### src/rtl/assert_macros.svh
// Assertion macros for the RTL files of the stack block.
// No dependencies; included by files that carry concurrent checks.
`ifndef ASSERT_MACROS_SVH
`define ASSERT_MACROS_SVH

// Antecedent true at an edge implies consequent at the same edge.
`define ASSERT_IMPLIES(lbl, clk, rst, ante, cons, msg) \
   lbl: assert property (@(posedge clk) disable iff (rst) (ante) |-> (cons)) else $error(msg);

// Antecedent true at an edge implies consequent at the next edge.
`define ASSERT_NEXT(lbl, clk, rst, ante, cons, msg) \
   lbl: assert property (@(posedge clk) disable iff (rst) (ante) |=> (cons)) else $error(msg);

// Condition that must hold at every edge out of reset.
`define ASSERT_ALWAYS(lbl, clk, rst, cond, msg) \
   `ASSERT_IMPLIES(lbl, clk, rst, 1'b1, cond, msg)

`endif

### src/rtl/stk_pkg.sv
// Package for the stack with remove-lowest: operation and status codes,
// controller states and the cell control struct. No dependencies.
package stk_pkg;

   localparam int DATA_W  = 32;
   localparam int COUNT_W = 5;

   // Operation codes carried in func
   typedef enum logic [1:0] {
      OP_PUSH       = 2'd0,
      OP_POP        = 2'd1,
      OP_PEEK       = 2'd2,
      OP_REMOVE_MIN = 2'd3
   } op_type;

   // Result status codes
   localparam logic [1:0] ST_OK       = 2'd0;
   localparam logic [1:0] ST_OVERFLOW = 2'd1;
   localparam logic [1:0] ST_EMPTY    = 2'd2;

   // Data returned by remove-lowest on an empty stack
   localparam logic signed [DATA_W-1:0] EMPTY_MIN_DATA = -32'sd1;

   // Controller states
   typedef enum logic [1:0] {
      ST_IDLE,
      ST_SCAN,
      ST_PURGE
   } state_type;

   // What every cell does this cycle
   typedef enum logic [1:0] {
      CELL_HOLD,
      CELL_UP,
      CELL_DOWN
   } cell_mode_type;

   typedef struct packed {
      cell_mode_type mode;
      logic          load;
   } stk_ctl_type;

endpackage

### src/rtl/stk_if.sv
// Valid/ready channel interfaces for the stack requests and results.
// Depends on stk_pkg for payload widths.
interface stk_req_if;
   logic                               valid;
   logic                               ready;
   logic [1:0]                         func;
   logic signed [stk_pkg::DATA_W-1:0]  push_value;

   modport source (output valid, func, push_value, input ready);
   modport sink   (input valid, func, push_value, output ready);
endinterface

interface stk_rsp_if;
   logic                               valid;
   logic                               ready;
   logic signed [stk_pkg::DATA_W-1:0]  data;
   logic [1:0]                         status;
   logic                               is_empty;
   logic                               is_full;
   logic [stk_pkg::COUNT_W-1:0]        count;

   modport source (output valid, data, status, is_empty, is_full, count, input ready);
   modport sink   (input valid, data, status, is_empty, is_full, count, output ready);
endinterface

### src/rtl/stk_cell.sv
// One storage cell of the stack chain: shifts towards the top or bottom,
// or loads the fed-back top word at its own index. Depends on stk_pkg.
module stk_cell #(
   parameter int IDX_W    = 4,
   parameter int CELL_IDX = 0
) (
   input  logic                               clock,
   input  stk_pkg::stk_ctl_type               ctl,
   input  logic [IDX_W-1:0]                   wr_idx,
   input  logic signed [stk_pkg::DATA_W-1:0]  above,
   input  logic signed [stk_pkg::DATA_W-1:0]  below,
   input  logic signed [stk_pkg::DATA_W-1:0]  feed,
   output logic signed [stk_pkg::DATA_W-1:0]  q
);

   logic signed [stk_pkg::DATA_W-1:0] word_ff;
   logic signed [stk_pkg::DATA_W-1:0] word_in;

   // neighbour selection, then the indexed load wins
   always_comb begin
      case (ctl.mode)
         stk_pkg::CELL_UP: begin
            word_in = below;
         end
         stk_pkg::CELL_DOWN: begin
            word_in = above;
         end
         default: begin
            word_in = word_ff;
         end
      endcase
      if (ctl.load && (wr_idx == IDX_W'(CELL_IDX))) begin
         word_in = feed;
      end
   end

   always_ff @(posedge clock) begin
      word_ff <= word_in;
   end

   assign q = word_ff;

endmodule

### src/rtl/stack_with_remove_min.sv
// Top level of the bounded stack with remove-lowest: controller and cell chain.
// Depends on stk_pkg, stk_if.sv, stk_cell and assert_macros.svh.
//
//  channel   | dir | transfer          | payload
//  ----------+-----+-------------------+-----------------------------------------
//  req_chan  | in  | valid & ready     | func, push_value
//  rsp_chan  | out | valid & ready     | data, status, is_empty, is_full, count
//
// Push, pop and peek results are registered at the accepting edge.
// Remove-lowest on N entries rotates the chain once through cell 0 to find the
// lowest word and once more to drop its copies, one cell a cycle.
// Reset clears the fill count and control only; cells above the count are never read.
// A new request is taken only when the controller is idle and the result register is
// empty or being emptied in the same cycle.
`include "assert_macros.svh"

module stack_with_remove_min #(
   parameter int DEPTH = 16
) (
   input  logic            clock,
   input  logic            reset,
   stk_req_if.sink         req_chan,
   stk_rsp_if.source       rsp_chan
);

   localparam int IDX_W = (DEPTH > 1) ? $clog2(DEPTH) : 1;
   localparam int CNT_W = $clog2(DEPTH + 1);
   localparam int EXT_W = (CNT_W > stk_pkg::COUNT_W) ? CNT_W : stk_pkg::COUNT_W;

   // controller registers
   stk_pkg::state_type                 state_ff, state_in;
   logic [CNT_W-1:0]                   count_ff, count_in;
   logic [IDX_W-1:0]                   step_ff, step_in;
   logic [CNT_W-1:0]                   drop_ff, drop_in;
   logic signed [stk_pkg::DATA_W-1:0]  min_ff, min_in;

   // result register
   logic                               rsp_valid_ff, rsp_valid_in;
   logic signed [stk_pkg::DATA_W-1:0]  rsp_data_ff, rsp_data_in;
   logic [1:0]                         rsp_status_ff, rsp_status_in;
   logic                               rsp_empty_ff, rsp_empty_in;
   logic                               rsp_full_ff, rsp_full_in;
   logic [stk_pkg::COUNT_W-1:0]        rsp_count_ff, rsp_count_in;

   // chain control
   stk_pkg::stk_ctl_type               cell_ctl;
   logic [IDX_W-1:0]                   wr_idx;
   logic signed [stk_pkg::DATA_W-1:0]  cell_q [DEPTH];
   logic signed [stk_pkg::DATA_W-1:0]  top_word;

   logic                               accept;
   logic                               load_rsp;
   logic                               keep;
   logic [IDX_W-1:0]                   last_step;
   logic signed [stk_pkg::DATA_W-1:0]  res_data;
   logic [1:0]                         res_status;
   logic [EXT_W-1:0]                   count_ext;

   assign top_word  = cell_q[0];
   assign accept    = req_chan.valid && req_chan.ready;
   assign last_step = IDX_W'(count_ff - CNT_W'(1));

   assign req_chan.ready = (state_ff == stk_pkg::ST_IDLE) &&
                           (!rsp_valid_ff || rsp_chan.ready);

   // next state, chain control and result
   always_comb begin
      state_in        = state_ff;
      count_in        = count_ff;
      step_in         = step_ff;
      drop_in         = drop_ff;
      min_in          = min_ff;
      cell_ctl.mode   = stk_pkg::CELL_HOLD;
      cell_ctl.load   = 1'b0;
      wr_idx          = last_step;
      load_rsp        = 1'b0;
      keep            = 1'b1;
      res_data        = '0;
      res_status      = stk_pkg::ST_OK;

      case (state_ff)
         stk_pkg::ST_IDLE: begin
            if (accept) begin
               case (req_chan.func)
                  stk_pkg::OP_PUSH: begin
                     load_rsp = 1'b1;
                     if (count_ff == CNT_W'(DEPTH)) begin
                        res_status = stk_pkg::ST_OVERFLOW;
                     end else begin
                        cell_ctl.mode = stk_pkg::CELL_DOWN;
                        count_in      = count_ff + CNT_W'(1);
                     end
                  end
                  stk_pkg::OP_POP: begin
                     load_rsp = 1'b1;
                     if (count_ff == '0) begin
                        res_status = stk_pkg::ST_EMPTY;
                     end else begin
                        cell_ctl.mode = stk_pkg::CELL_UP;
                        count_in      = count_ff - CNT_W'(1);
                        res_data      = top_word;
                     end
                  end
                  stk_pkg::OP_PEEK: begin
                     load_rsp = 1'b1;
                     if (count_ff == '0) begin
                        res_status = stk_pkg::ST_EMPTY;
                     end else begin
                        res_data = top_word;
                     end
                  end
                  default: begin
                     if (count_ff == '0) begin
                        load_rsp   = 1'b1;
                        res_status = stk_pkg::ST_EMPTY;
                        res_data   = stk_pkg::EMPTY_MIN_DATA;
                     end else begin
                        state_in = stk_pkg::ST_SCAN;
                        step_in  = '0;
                        drop_in  = '0;
                     end
                  end
               endcase
            end
         end

         // first rotation: every word passes cell 0 and returns to the tail
         stk_pkg::ST_SCAN: begin
            cell_ctl.mode = stk_pkg::CELL_UP;
            cell_ctl.load = 1'b1;
            if ((step_ff == '0) || (top_word < min_ff)) begin
               min_in = top_word;
            end
            if (step_ff == last_step) begin
               state_in = stk_pkg::ST_PURGE;
               step_in  = '0;
            end else begin
               step_in = step_ff + IDX_W'(1);
            end
         end

         // second rotation: copies of the lowest word are not written back
         stk_pkg::ST_PURGE: begin
            keep          = (top_word != min_ff);
            cell_ctl.mode = stk_pkg::CELL_UP;
            cell_ctl.load = keep;
            wr_idx        = IDX_W'(count_ff - CNT_W'(1) - drop_ff);
            if (!keep) begin
               drop_in = drop_ff + CNT_W'(1);
            end
            if (step_ff == last_step) begin
               state_in = stk_pkg::ST_IDLE;
               count_in = count_ff - drop_in;
               load_rsp = 1'b1;
               res_data = min_ff;
            end else begin
               step_in = step_ff + IDX_W'(1);
            end
         end

         default: begin
            state_in = stk_pkg::ST_IDLE;
         end
      endcase
   end

   // result register load and drain
   assign count_ext = EXT_W'(count_in);

   always_comb begin
      rsp_valid_in  = rsp_valid_ff && !rsp_chan.ready;
      rsp_data_in   = rsp_data_ff;
      rsp_status_in = rsp_status_ff;
      rsp_empty_in  = rsp_empty_ff;
      rsp_full_in   = rsp_full_ff;
      rsp_count_in  = rsp_count_ff;
      if (load_rsp) begin
         rsp_valid_in  = 1'b1;
         rsp_data_in   = res_data;
         rsp_status_in = res_status;
         rsp_empty_in  = (count_in == '0);
         rsp_full_in   = (count_in == CNT_W'(DEPTH));
         rsp_count_in  = count_ext[stk_pkg::COUNT_W-1:0];
      end
   end

   // control registers
   always_ff @(posedge clock) begin
      if (reset) begin
         state_ff     <= stk_pkg::ST_IDLE;
         count_ff     <= '0;
         rsp_valid_ff <= 1'b0;
      end else begin
         state_ff     <= state_in;
         count_ff     <= count_in;
         rsp_valid_ff <= rsp_valid_in;
      end
   end

   // datapath registers
   always_ff @(posedge clock) begin
      step_ff       <= step_in;
      drop_ff       <= drop_in;
      min_ff        <= min_in;
      rsp_data_ff   <= rsp_data_in;
      rsp_status_ff <= rsp_status_in;
      rsp_empty_ff  <= rsp_empty_in;
      rsp_full_ff   <= rsp_full_in;
      rsp_count_ff  <= rsp_count_in;
   end

   // cell chain, cell 0 holds the top of the stack
   for (genvar i = 0; i < DEPTH; i++) begin : g_cell
      logic signed [stk_pkg::DATA_W-1:0] above_w;
      logic signed [stk_pkg::DATA_W-1:0] below_w;

      if (i == 0) begin : g_first
         assign above_w = req_chan.push_value;
      end else begin : g_mid_above
         assign above_w = cell_q[i-1];
      end

      if (i == DEPTH - 1) begin : g_last
         assign below_w = cell_q[i];
      end else begin : g_mid_below
         assign below_w = cell_q[i+1];
      end

      stk_cell #(
         .IDX_W    (IDX_W),
         .CELL_IDX (i)
      ) u_cell (
         .clock  (clock),
         .ctl    (cell_ctl),
         .wr_idx (wr_idx),
         .above  (above_w),
         .below  (below_w),
         .feed   (top_word),
         .q      (cell_q[i])
      );
   end

   assign rsp_chan.valid    = rsp_valid_ff;
   assign rsp_chan.data     = rsp_data_ff;
   assign rsp_chan.status   = rsp_status_ff;
   assign rsp_chan.is_empty = rsp_empty_ff;
   assign rsp_chan.is_full  = rsp_full_ff;
   assign rsp_chan.count    = rsp_count_ff;

   // checks
   `ASSERT_ALWAYS(a_count_bound, clock, reset, count_ff <= CNT_W'(DEPTH), "fill count above depth")
   `ASSERT_IMPLIES(a_ready_idle, clock, reset, req_chan.ready, state_ff == stk_pkg::ST_IDLE, "request taken while busy")
   `ASSERT_IMPLIES(a_drop_bound, clock, reset, state_ff == stk_pkg::ST_PURGE, drop_ff <= count_ff, "more entries dropped than held")
   `ASSERT_NEXT(a_purge_result, clock, reset, (state_ff == stk_pkg::ST_PURGE) && (state_in == stk_pkg::ST_IDLE), rsp_valid_ff, "remove-lowest gave no result")
   `ASSERT_NEXT(a_push_count, clock, reset, accept && (req_chan.func == stk_pkg::OP_PUSH) && (count_ff != CNT_W'(DEPTH)), count_ff == $past(count_ff) + CNT_W'(1), "push did not grow the stack")

endmodule

### src/flat_wrapper.sv
// flat-port wrapper written by rule: the top's interface ports become plain ports
module stack_with_remove_min_flat 
#(
   parameter int DEPTH = 16
)
  (clock, reset, req_chan_valid, req_chan_func, req_chan_push_value, req_chan_ready, rsp_chan_valid, rsp_chan_data, rsp_chan_status, rsp_chan_is_empty, rsp_chan_is_full, rsp_chan_count, rsp_chan_ready);
  stk_req_if req_chan_i ();
  stk_rsp_if rsp_chan_i ();
  input  logic clock;
  input  logic reset;
  input wire logic [$bits(req_chan_i.valid)-1:0] req_chan_valid;
  input wire logic [$bits(req_chan_i.func)-1:0] req_chan_func;
  input wire logic [$bits(req_chan_i.push_value)-1:0] req_chan_push_value;
  output wire logic [$bits(req_chan_i.ready)-1:0] req_chan_ready;
  output wire logic [$bits(rsp_chan_i.valid)-1:0] rsp_chan_valid;
  output wire logic [$bits(rsp_chan_i.data)-1:0] rsp_chan_data;
  output wire logic [$bits(rsp_chan_i.status)-1:0] rsp_chan_status;
  output wire logic [$bits(rsp_chan_i.is_empty)-1:0] rsp_chan_is_empty;
  output wire logic [$bits(rsp_chan_i.is_full)-1:0] rsp_chan_is_full;
  output wire logic [$bits(rsp_chan_i.count)-1:0] rsp_chan_count;
  input wire logic [$bits(rsp_chan_i.ready)-1:0] rsp_chan_ready;
  assign req_chan_i.valid = req_chan_valid;
  assign req_chan_i.func = req_chan_func;
  assign req_chan_i.push_value = req_chan_push_value;
  assign req_chan_ready = req_chan_i.ready;
  assign rsp_chan_valid = rsp_chan_i.valid;
  assign rsp_chan_data = rsp_chan_i.data;
  assign rsp_chan_status = rsp_chan_i.status;
  assign rsp_chan_is_empty = rsp_chan_i.is_empty;
  assign rsp_chan_is_full = rsp_chan_i.is_full;
  assign rsp_chan_count = rsp_chan_i.count;
  assign rsp_chan_i.ready = rsp_chan_ready;
  stack_with_remove_min #(.DEPTH(DEPTH)) u_core (.clock(clock), .reset(reset), .req_chan(req_chan_i), .rsp_chan(rsp_chan_i));
endmodule
### config.mk
export PLATFORM = sky130hd
export DESIGN_NAME = stack_with_remove_min_flat
export DESIGN_NICKNAME = d
export VERILOG_FILES = /design/src/rtl/stk_pkg.sv /design/src/rtl/stk_if.sv /design/src/rtl/stk_cell.sv /design/src/rtl/stack_with_remove_min.sv /design/src/flat_wrapper.sv
export VERILOG_INCLUDE_DIRS = /design/src /design/src/rtl
export SDC_FILE = /design/constraint.sdc
export NUM_CORES = 1
export LEC_CHECK = 0
export ABC_AREA = 0
export ABC_CLOCK_PERIOD_IN_PS = 4400
export BUFFER_PORTS_ARGS = -buffer_cell sky130_fd_sc_hd__buf_2
export CORE_MARGIN = 1
export CORE_UTILIZATION = 30
export CTS_CLUSTER_DIAMETER = 100
export DETAILED_ROUTE_END_ITERATION = 8
export PLACE_DENSITY = 0.56
export SLEW_MARGIN = 20
export SYNTH_ARGS = -nofsm -noshare
export SYNTH_HDL_FRONTEND = slang
export SYNTH_HIERARCHICAL = 1
export SYNTH_SLANG_ARGS = --single-unit
### constraint.sdc
create_clock -name clock -period 4.4 [get_ports clock]
set_input_delay 0.44 -clock clock [delete_from_list [all_inputs] [get_ports clock]]
set_output_delay 0.44 -clock clock [all_outputs]
set_load 0.02 [all_outputs]
Word level (Yosys, flattened, before mapping)
Cells that the tools add are included.

$add $sub $neg: 6. Order comparisons: 1. Equal/unequal tests: 31. Muxes and demuxes: 77. Bitwise gates (word level): 1. Reductions and logical operators: 56.

Operators with widths (number): $pmux 32 s2 (17); $mux 32 (20); $mux 5 (9); $reduce_bool 3->1 (15); $eq 4x4->1 const B (8); $lt 32x32->1 (1); $ne 32x32->1 (1); $pmux 5 s2 (3); $mux 4 (6); $logic_and 1x1->1 (19); $mux 2 (9); $eq 4x3->1 const B (4); $pmux 4 s3 (1); $add 5x1->5 const B (2); $eq 5x5->1 const B (2); $logic_not 5->1 (2); $reduce_and 5->1 (2); $eq 4x2->1 const B (2); $logic_not 4->1 (2); $pmux 2 s2 (2); $mux 1 (7); $eq 2x1->1 const B (3); $eq 2x2->1 const B (3); $ne 2x1->1 const B (3); other kinds (18) (29).

Bits in registers: 602. Input port bits: 38. Output and inout port bits: 43. Logic and storage cells: 199.

Depth between registers and ports, before layout
Word-level depth: 9. Gate-level depth with buffers: 15. Gate-level depth less buffers: 15.

Cells and area by module
The synthesis kept the hierarchy.

By module, submodules not included: stk_cell at u_core.g_cell[10].u_cell ... (times used 4, cells each 108, area an instance 2029.4 um2, sequential area each 960.9 um2); stk_cell at u_core.g_cell[12].u_cell ... (times used 4, cells each 108, area an instance 2021.9 um2, sequential area each 960.9 um2); stack_with_remove_min (times used 1, cells each 503, area an instance 5320.1 um2, sequential area each 2622.5 um2); stk_cell at u_core.g_cell[1].u_cell ... (times used 2, cells each 108, area an instance 2038.2 um2, sequential area each 960.9 um2); stk_cell at u_core.g_cell[11].u_cell ... (times used 2, cells each 108, area an instance 2024.4 um2, sequential area each 960.9 um2); stk_cell at u_core.g_cell[13].u_cell ... (times used 2, cells each 148, area an instance 1766.7 um2, sequential area each 960.9 um2); stk_cell at u_core.g_cell[0].u_cell (times used 1, cells each 108, area an instance 2035.7 um2, sequential area each 960.9 um2); stk_cell at u_core.g_cell[15].u_cell (times used 1, cells each 108, area an instance 2030.7 um2, sequential area each 960.9 um2).

Least setup slack after synthesis
Ideal clock, no wire load.

Path type: register to register. From: register u_core.count_ff[0]. To: register u_core.g_cell[12].u_cell.word_ff (netlist bit u_core/g_cell[12].u_cell/q[1]) (data pin). Setup time: 261 ps. Arrival: 4560 ps. Required time: 4139 ps. Setup slack: -421 ps. Stages on the path, launching flop included: 13. Buffers on the path: 3. Period minus slack after synthesis: 4821 ps. Cells stage by stage: dfxtp_1 > clkbuf_1 > inv_1 > ha_1 > or3b_1 > or2_1 > nand2_1 > nor3_1 > nor2b_1 > buf_6 > buf_12 > mux2_4 > mux2_4.

RTL lines: start: declaration (line stack_with_remove_min.sv:32) `logic [CNT_W-1:0] count_ff, count_in;`; start signal: assignment (line stack_with_remove_min.sv:195) `count_ff <= count_in;`; end signal: assignment (line stk_cell.sv:38) `word_ff <= word_in;`; end: declaration (line stk_cell.sv:16) `logic signed [stk_pkg::DATA_W-1:0] word_ff;`.

Worst setup path after layout
From: register u_core.g_cell[0].u_cell.word_ff (netlist bit u_core/g_cell[0].u_cell/q[26]). To: register u_core/min_ff[4] (netlist name) (enable).

Cells in the longest elaborated chain, start to end: 3.

RTL lines: start: declaration (line stk_cell.sv:16); start signal: assignment (line stk_cell.sv:38); $lt 32x32->1 (line stack_with_remove_min.sv:131) `if ((step_ff == '0) || (top_word < min_ff)) begin`; $logic_or 1x1->1 (line stack_with_remove_min.sv:131); $reduce_and 2->1 (no line); end signal: assignment (line stack_with_remove_min.sv:204) `min_ff <= min_in;`; end: declaration (line stack_with_remove_min.sv:35) `logic signed [stk_pkg::DATA_W-1:0] min_ff, min_in;`.

Every way passes these cells. A chain may end at the register's enable or synchronous reset.

==> results.sh <==
export IMPL_cts_tree="built"
export IMPL_maxSlewHeadroom_pct=26.6
export IMPL_firstDrtPassIters=5
export IMPL_pin_count=81
export IMPL_synth_compound_area_share_pct=3.42
export IMPL_clock_skew_ns=0.0211
export IMPL_insertion_delay_ns=0.62
export IMPL_wl_per_cell_um=23.6
export IMPL_drive_gt1_share_pct=51.1
export IMPL_postCtsHoldBufs=0
export IMPL_setup_tns_final_ns=0
export IMPL_hold_violations=0
export IMPL_path_depth=9
export IMPL_critical_path_top_delay_family="simple AND/OR/NAND/NOR gates"
export IMPL_slowest_stage="or4_1"
export IMPL_critPathLaunch="u_core/g_cell[0].u_cell/q[26]"
export IMPL_core_mm2=0.123
export IMPL_slew_violations=0
export IMPL_peakVddDrop_mv=0.252
export IMPL_cts_root_buf="clkbuf_16"
export IMPL_synth_xor_area_share_pct=0.742
export IMPL_drtIter0Drc=1408
export IMPL_die_x_um=354
export IMPL_yosys_area_share_simple_pct=3.54
export IMPL_arrival_ns=4.32
export IMPL_place_congestion=0.841
export IMPL_r2r_start="u_core/g_cell[0].u_cell/q[26]"
export IMPL_postCtsSetupBuffers=0
export IMPL_cp_cell_sequence="ha_1 -> nand4_1 -> or4_4 -> or4_1 -> a21oi_1 -> a211oi_1 -> a21o_1 -> a31oi_4 -> buf_4"
export IMPL_rsz0062_at_grt="no"
export IMPL_synth_fa_ha_area_share_pct=1.79
export IMPL_hpwl_um=68300
export IMPL_gr_usage_all_layers_pct=15.3
export IMPL_endpoint="u_core/min_ff[4]"
export IMPL_die_h_um=354
export IMPL_grt_max_degree=35
export IMPL_setup_viol=0
export IMPL_p_per_area_mw_per_mm2=466
export IMPL_place_area_mm2=0.0397
export IMPL_cp_start_kind="flip-flop"
export IMPL_antenna_found_initial=7
export IMPL_ys_seq_area_share_pct=48.3
export IMPL_synth_top_family_by_area="multiplexers"
export IMPL_vias_per_cell=4.95
export IMPL_synthMuxAreaShare_pct=37.4
export IMPL_async_flop_share_pct=0
export IMPL_period_share_pct=92.7
export IMPL_p_leak_nw=16.8
export IMPL_required_ns=4.64
export IMPL_power_w=0.0195
export IMPL_first_global_vias=21900
export IMPL_cts_made_buffers=69
export IMPL_crit_buf_inv=1
export IMPL_fin_crit_ns=4.08
export IMPL_initial_core_util_pct=30.4
export IMPL_run_status="completed"
export IMPL_ys_ff_latch=602
export IMPL_rr_worst_depth=9
export IMPL_critPathKind="reg2reg"
export IMPL_rows=128
export IMPL_syn_num_nets=2401
export IMPL_clkSinkCount=602
export IMPL_whs_ns=0.165
export IMPL_port_buffers=80
export IMPL_syn_avg_cell_area_um2=16.1
export IMPL_ant_nets=0
export IMPL_max_stage_delay_ns=0.70
export IMPL_drv_cap=0
export IMPL_cts_path_max_buffers=3
export IMPL_h_tree_depth=3
export IMPL_fin_cells=4128
export IMPL_final_area_mm2=0.0419
export IMPL_ff2ff_setup_slack_ns=0.32
export IMPL_cts_resized_gates=0
export IMPL_final_nets=2539
export IMPL_drc_errors=0
export IMPL_place_inst=4003
export IMPL_max_freq_ghz=0.245
export IMPL_clk_pin_slew_worst_paths_ns=0.06
export IMPL_reg2reg_to="u_core/min_ff[4]"
export IMPL_syn_to_final_growth_pct=12.6
export IMPL_worst_pin_slew_ns=1.10
export IMPL_via_count=20400
export IMPL_routed_wl_um=97400
export IMPL_critPathCaptureType="flip-flop"
export IMPL_die_area_mm2=0.126
export IMPL_synth_edff_count=594
export IMPL_synth_area_mm2=0.0373
export IMPL_netlist_cell_type_count=65
export IMPL_yosysWarnings=6
export IMPL_hp_class="in2reg"
export IMPL_synth_flop_cell="edfxtp_1"
export IMPL_grt_overflow=0
export IMPL_grt_first_pass_wirelength_um=147000
export IMPL_netlist_instances=2311
export IMPL_crit_fanout=32
==> cell families (layout without fill, tap and decap cells) <==
group | count (synthesis) | in the layout
multiplexers | 963 | 963
adder cells (fa/ha/maj) | 52 | 52
flip-flops | 602 | 602
XOR/XNOR | 30 | 30
AND/OR/NAND/NOR | 239 | 239
AO/OA/AOI/OAI | 214 | 214
buffers and inverters | 211 | 402
other | 0 | 1
==> placed cells by master (no fill, tap or decap), drive strengths merged, types with 3 or more instances in the layout <==
| master | Yosys | layout |
|---|---|---|
| a31oi | 4 | 4 |
| and2 | 7 | 7 |
| xor2 | 7 | 7 |
| or4 | 4 | 4 |
| nor2 | 35 | 35 |
| o31ai | 4 | 4 |
| a21oi | 118 | 118 |
| nor3b | 5 | 5 |
| o211ai | 3 | 3 |
| nor2b | 23 | 23 |
| o21ai | 16 | 16 |
| clkinv | 0 | 27 |
| nor4 | 3 | 3 |
| buf | 124 | 222 |
| or2 | 4 | 4 |
| o22ai | 32 | 32 |
| inv | 56 | 57 |
| a221oi | 4 | 4 |
| nor3 | 75 | 75 |
| dfxtp | 8 | 8 |
| ha | 50 | 50 |
| o2111ai | 3 | 3 |
| nand2 | 39 | 39 |
| bufinv | 0 | 5 |
| nand2b | 5 | 5 |
| nor4b | 3 | 3 |
| mux2 | 896 | 896 |
| edfxtp | 594 | 594 |
| clkbuf | 31 | 88 |
| clkinvlp | 0 | 3 |
| a21o | 16 | 16 |
| mux2i | 67 | 67 |
| xnor2 | 22 | 22 |
| nand4 | 17 | 17 |
| nand3 | 13 | 13 |
==> stage by stage <==
stage | setup WS, ns | util, %
after global routing | 0.167 | 34.2
after floorplan | 0.0545 | -
after detailed placement | 0.398 | 32.4
after global placement | 0.422 | 32.4
final | 0.322 | 34.2
after CTS | 0.370 | 34.2
==> where the power goes <==
| group | total (W) | switching [W] | leakage, nW | internal (W) |
|---|---|---|---|---|
| clock | 0.00571 | 0.00239 | 1.07 | 0.00332 |
| sequential | 0.00852 | 0.000645 | 5.56 | 0.00788 |
| combinational | 0.00530 | 0.00242 | 10.1 | 0.00288 |
==> routing by layer <==
metal | routed length, um | part of all wire [%] | global-route usage [%]
met2 | 44700 | 46 | 24.2
met4 | 2200 | 2.3 | 3.88
met3 | 5230 | 5.4 | 3.19
met5 | 39 | 0.040 | 0
met1 | 45200 | 46 | 21.3
==> final cells by class <==
cell class / instances / area, um2
Antenna cell: 1 / 2.50
Clock buffer: 88 / 1880
Clock inverter: 36 / 303
Fill cell: 11700 / 80600
Inverter: 56 / 210
Multi-Input combinational cell: 1498 / 17700
Sequential cell: 602 / 18000
Tap cell: 1625 / 2030
Timing Repair Buffer: 222 / 1790
==> flip-flops by register name, summed over array words and instances, names as in the netlist, 2 cells and up <==
name                    flops
u_core/min_ff              32
u_core/rsp_chan.status      2
u_core/step_ff              4
u_core/rsp_chan.data       32
u_core/count_ff             5
u_core/state_ff             2
u_core/g_cell.u_cell/q    512
u_core/rsp_chan.count       5
u_core/drop_ff              5
==> worst min path at each step <==
stage | startpoint | end | slack, ns | depth (start not counted)
floorplan | u_core/state_ff[1] | u_core/state_ff[1] | 0.48 | 2
global placement | u_core/state_ff[1] | u_core/state_ff[1] | 0.50 | 2
detailed placement | u_core/state_ff[1] | u_core/state_ff[1] | 0.54 | 2
CTS | reset | u_core/count_ff[2] | 0.12 | 2
global route | reset | u_core/count_ff[3] | 0.13 | 2
finish | reset | u_core/count_ff[4] | 0.16 | 2
==> synthesized netlist by cell type (14+ instances only) <==
cell	count	share of area, %
o22ai_1	32	0.54
nor2b_1	23	0.39
buf_4	14	0.28
xnor2_1	22	0.52
buf_2	38	0.51
a21o_1	16	0.32
nor2_1	35	0.35
buf_12	42	2.3
buf_6	22	0.67
a21oi_1	118	1.6
o21ai_0	16	0.21
mux2i_1	67	1.8
clkbuf_1	31	0.31
edfxtp_1	594	48
inv_1	56	0.56
mux2_4	840	34
ha_1	50	1.7
mux2_2	56	1.7
nand2_1	39	0.39
nor3_1	75	1.0
Power figures use the tool's default switching activity.
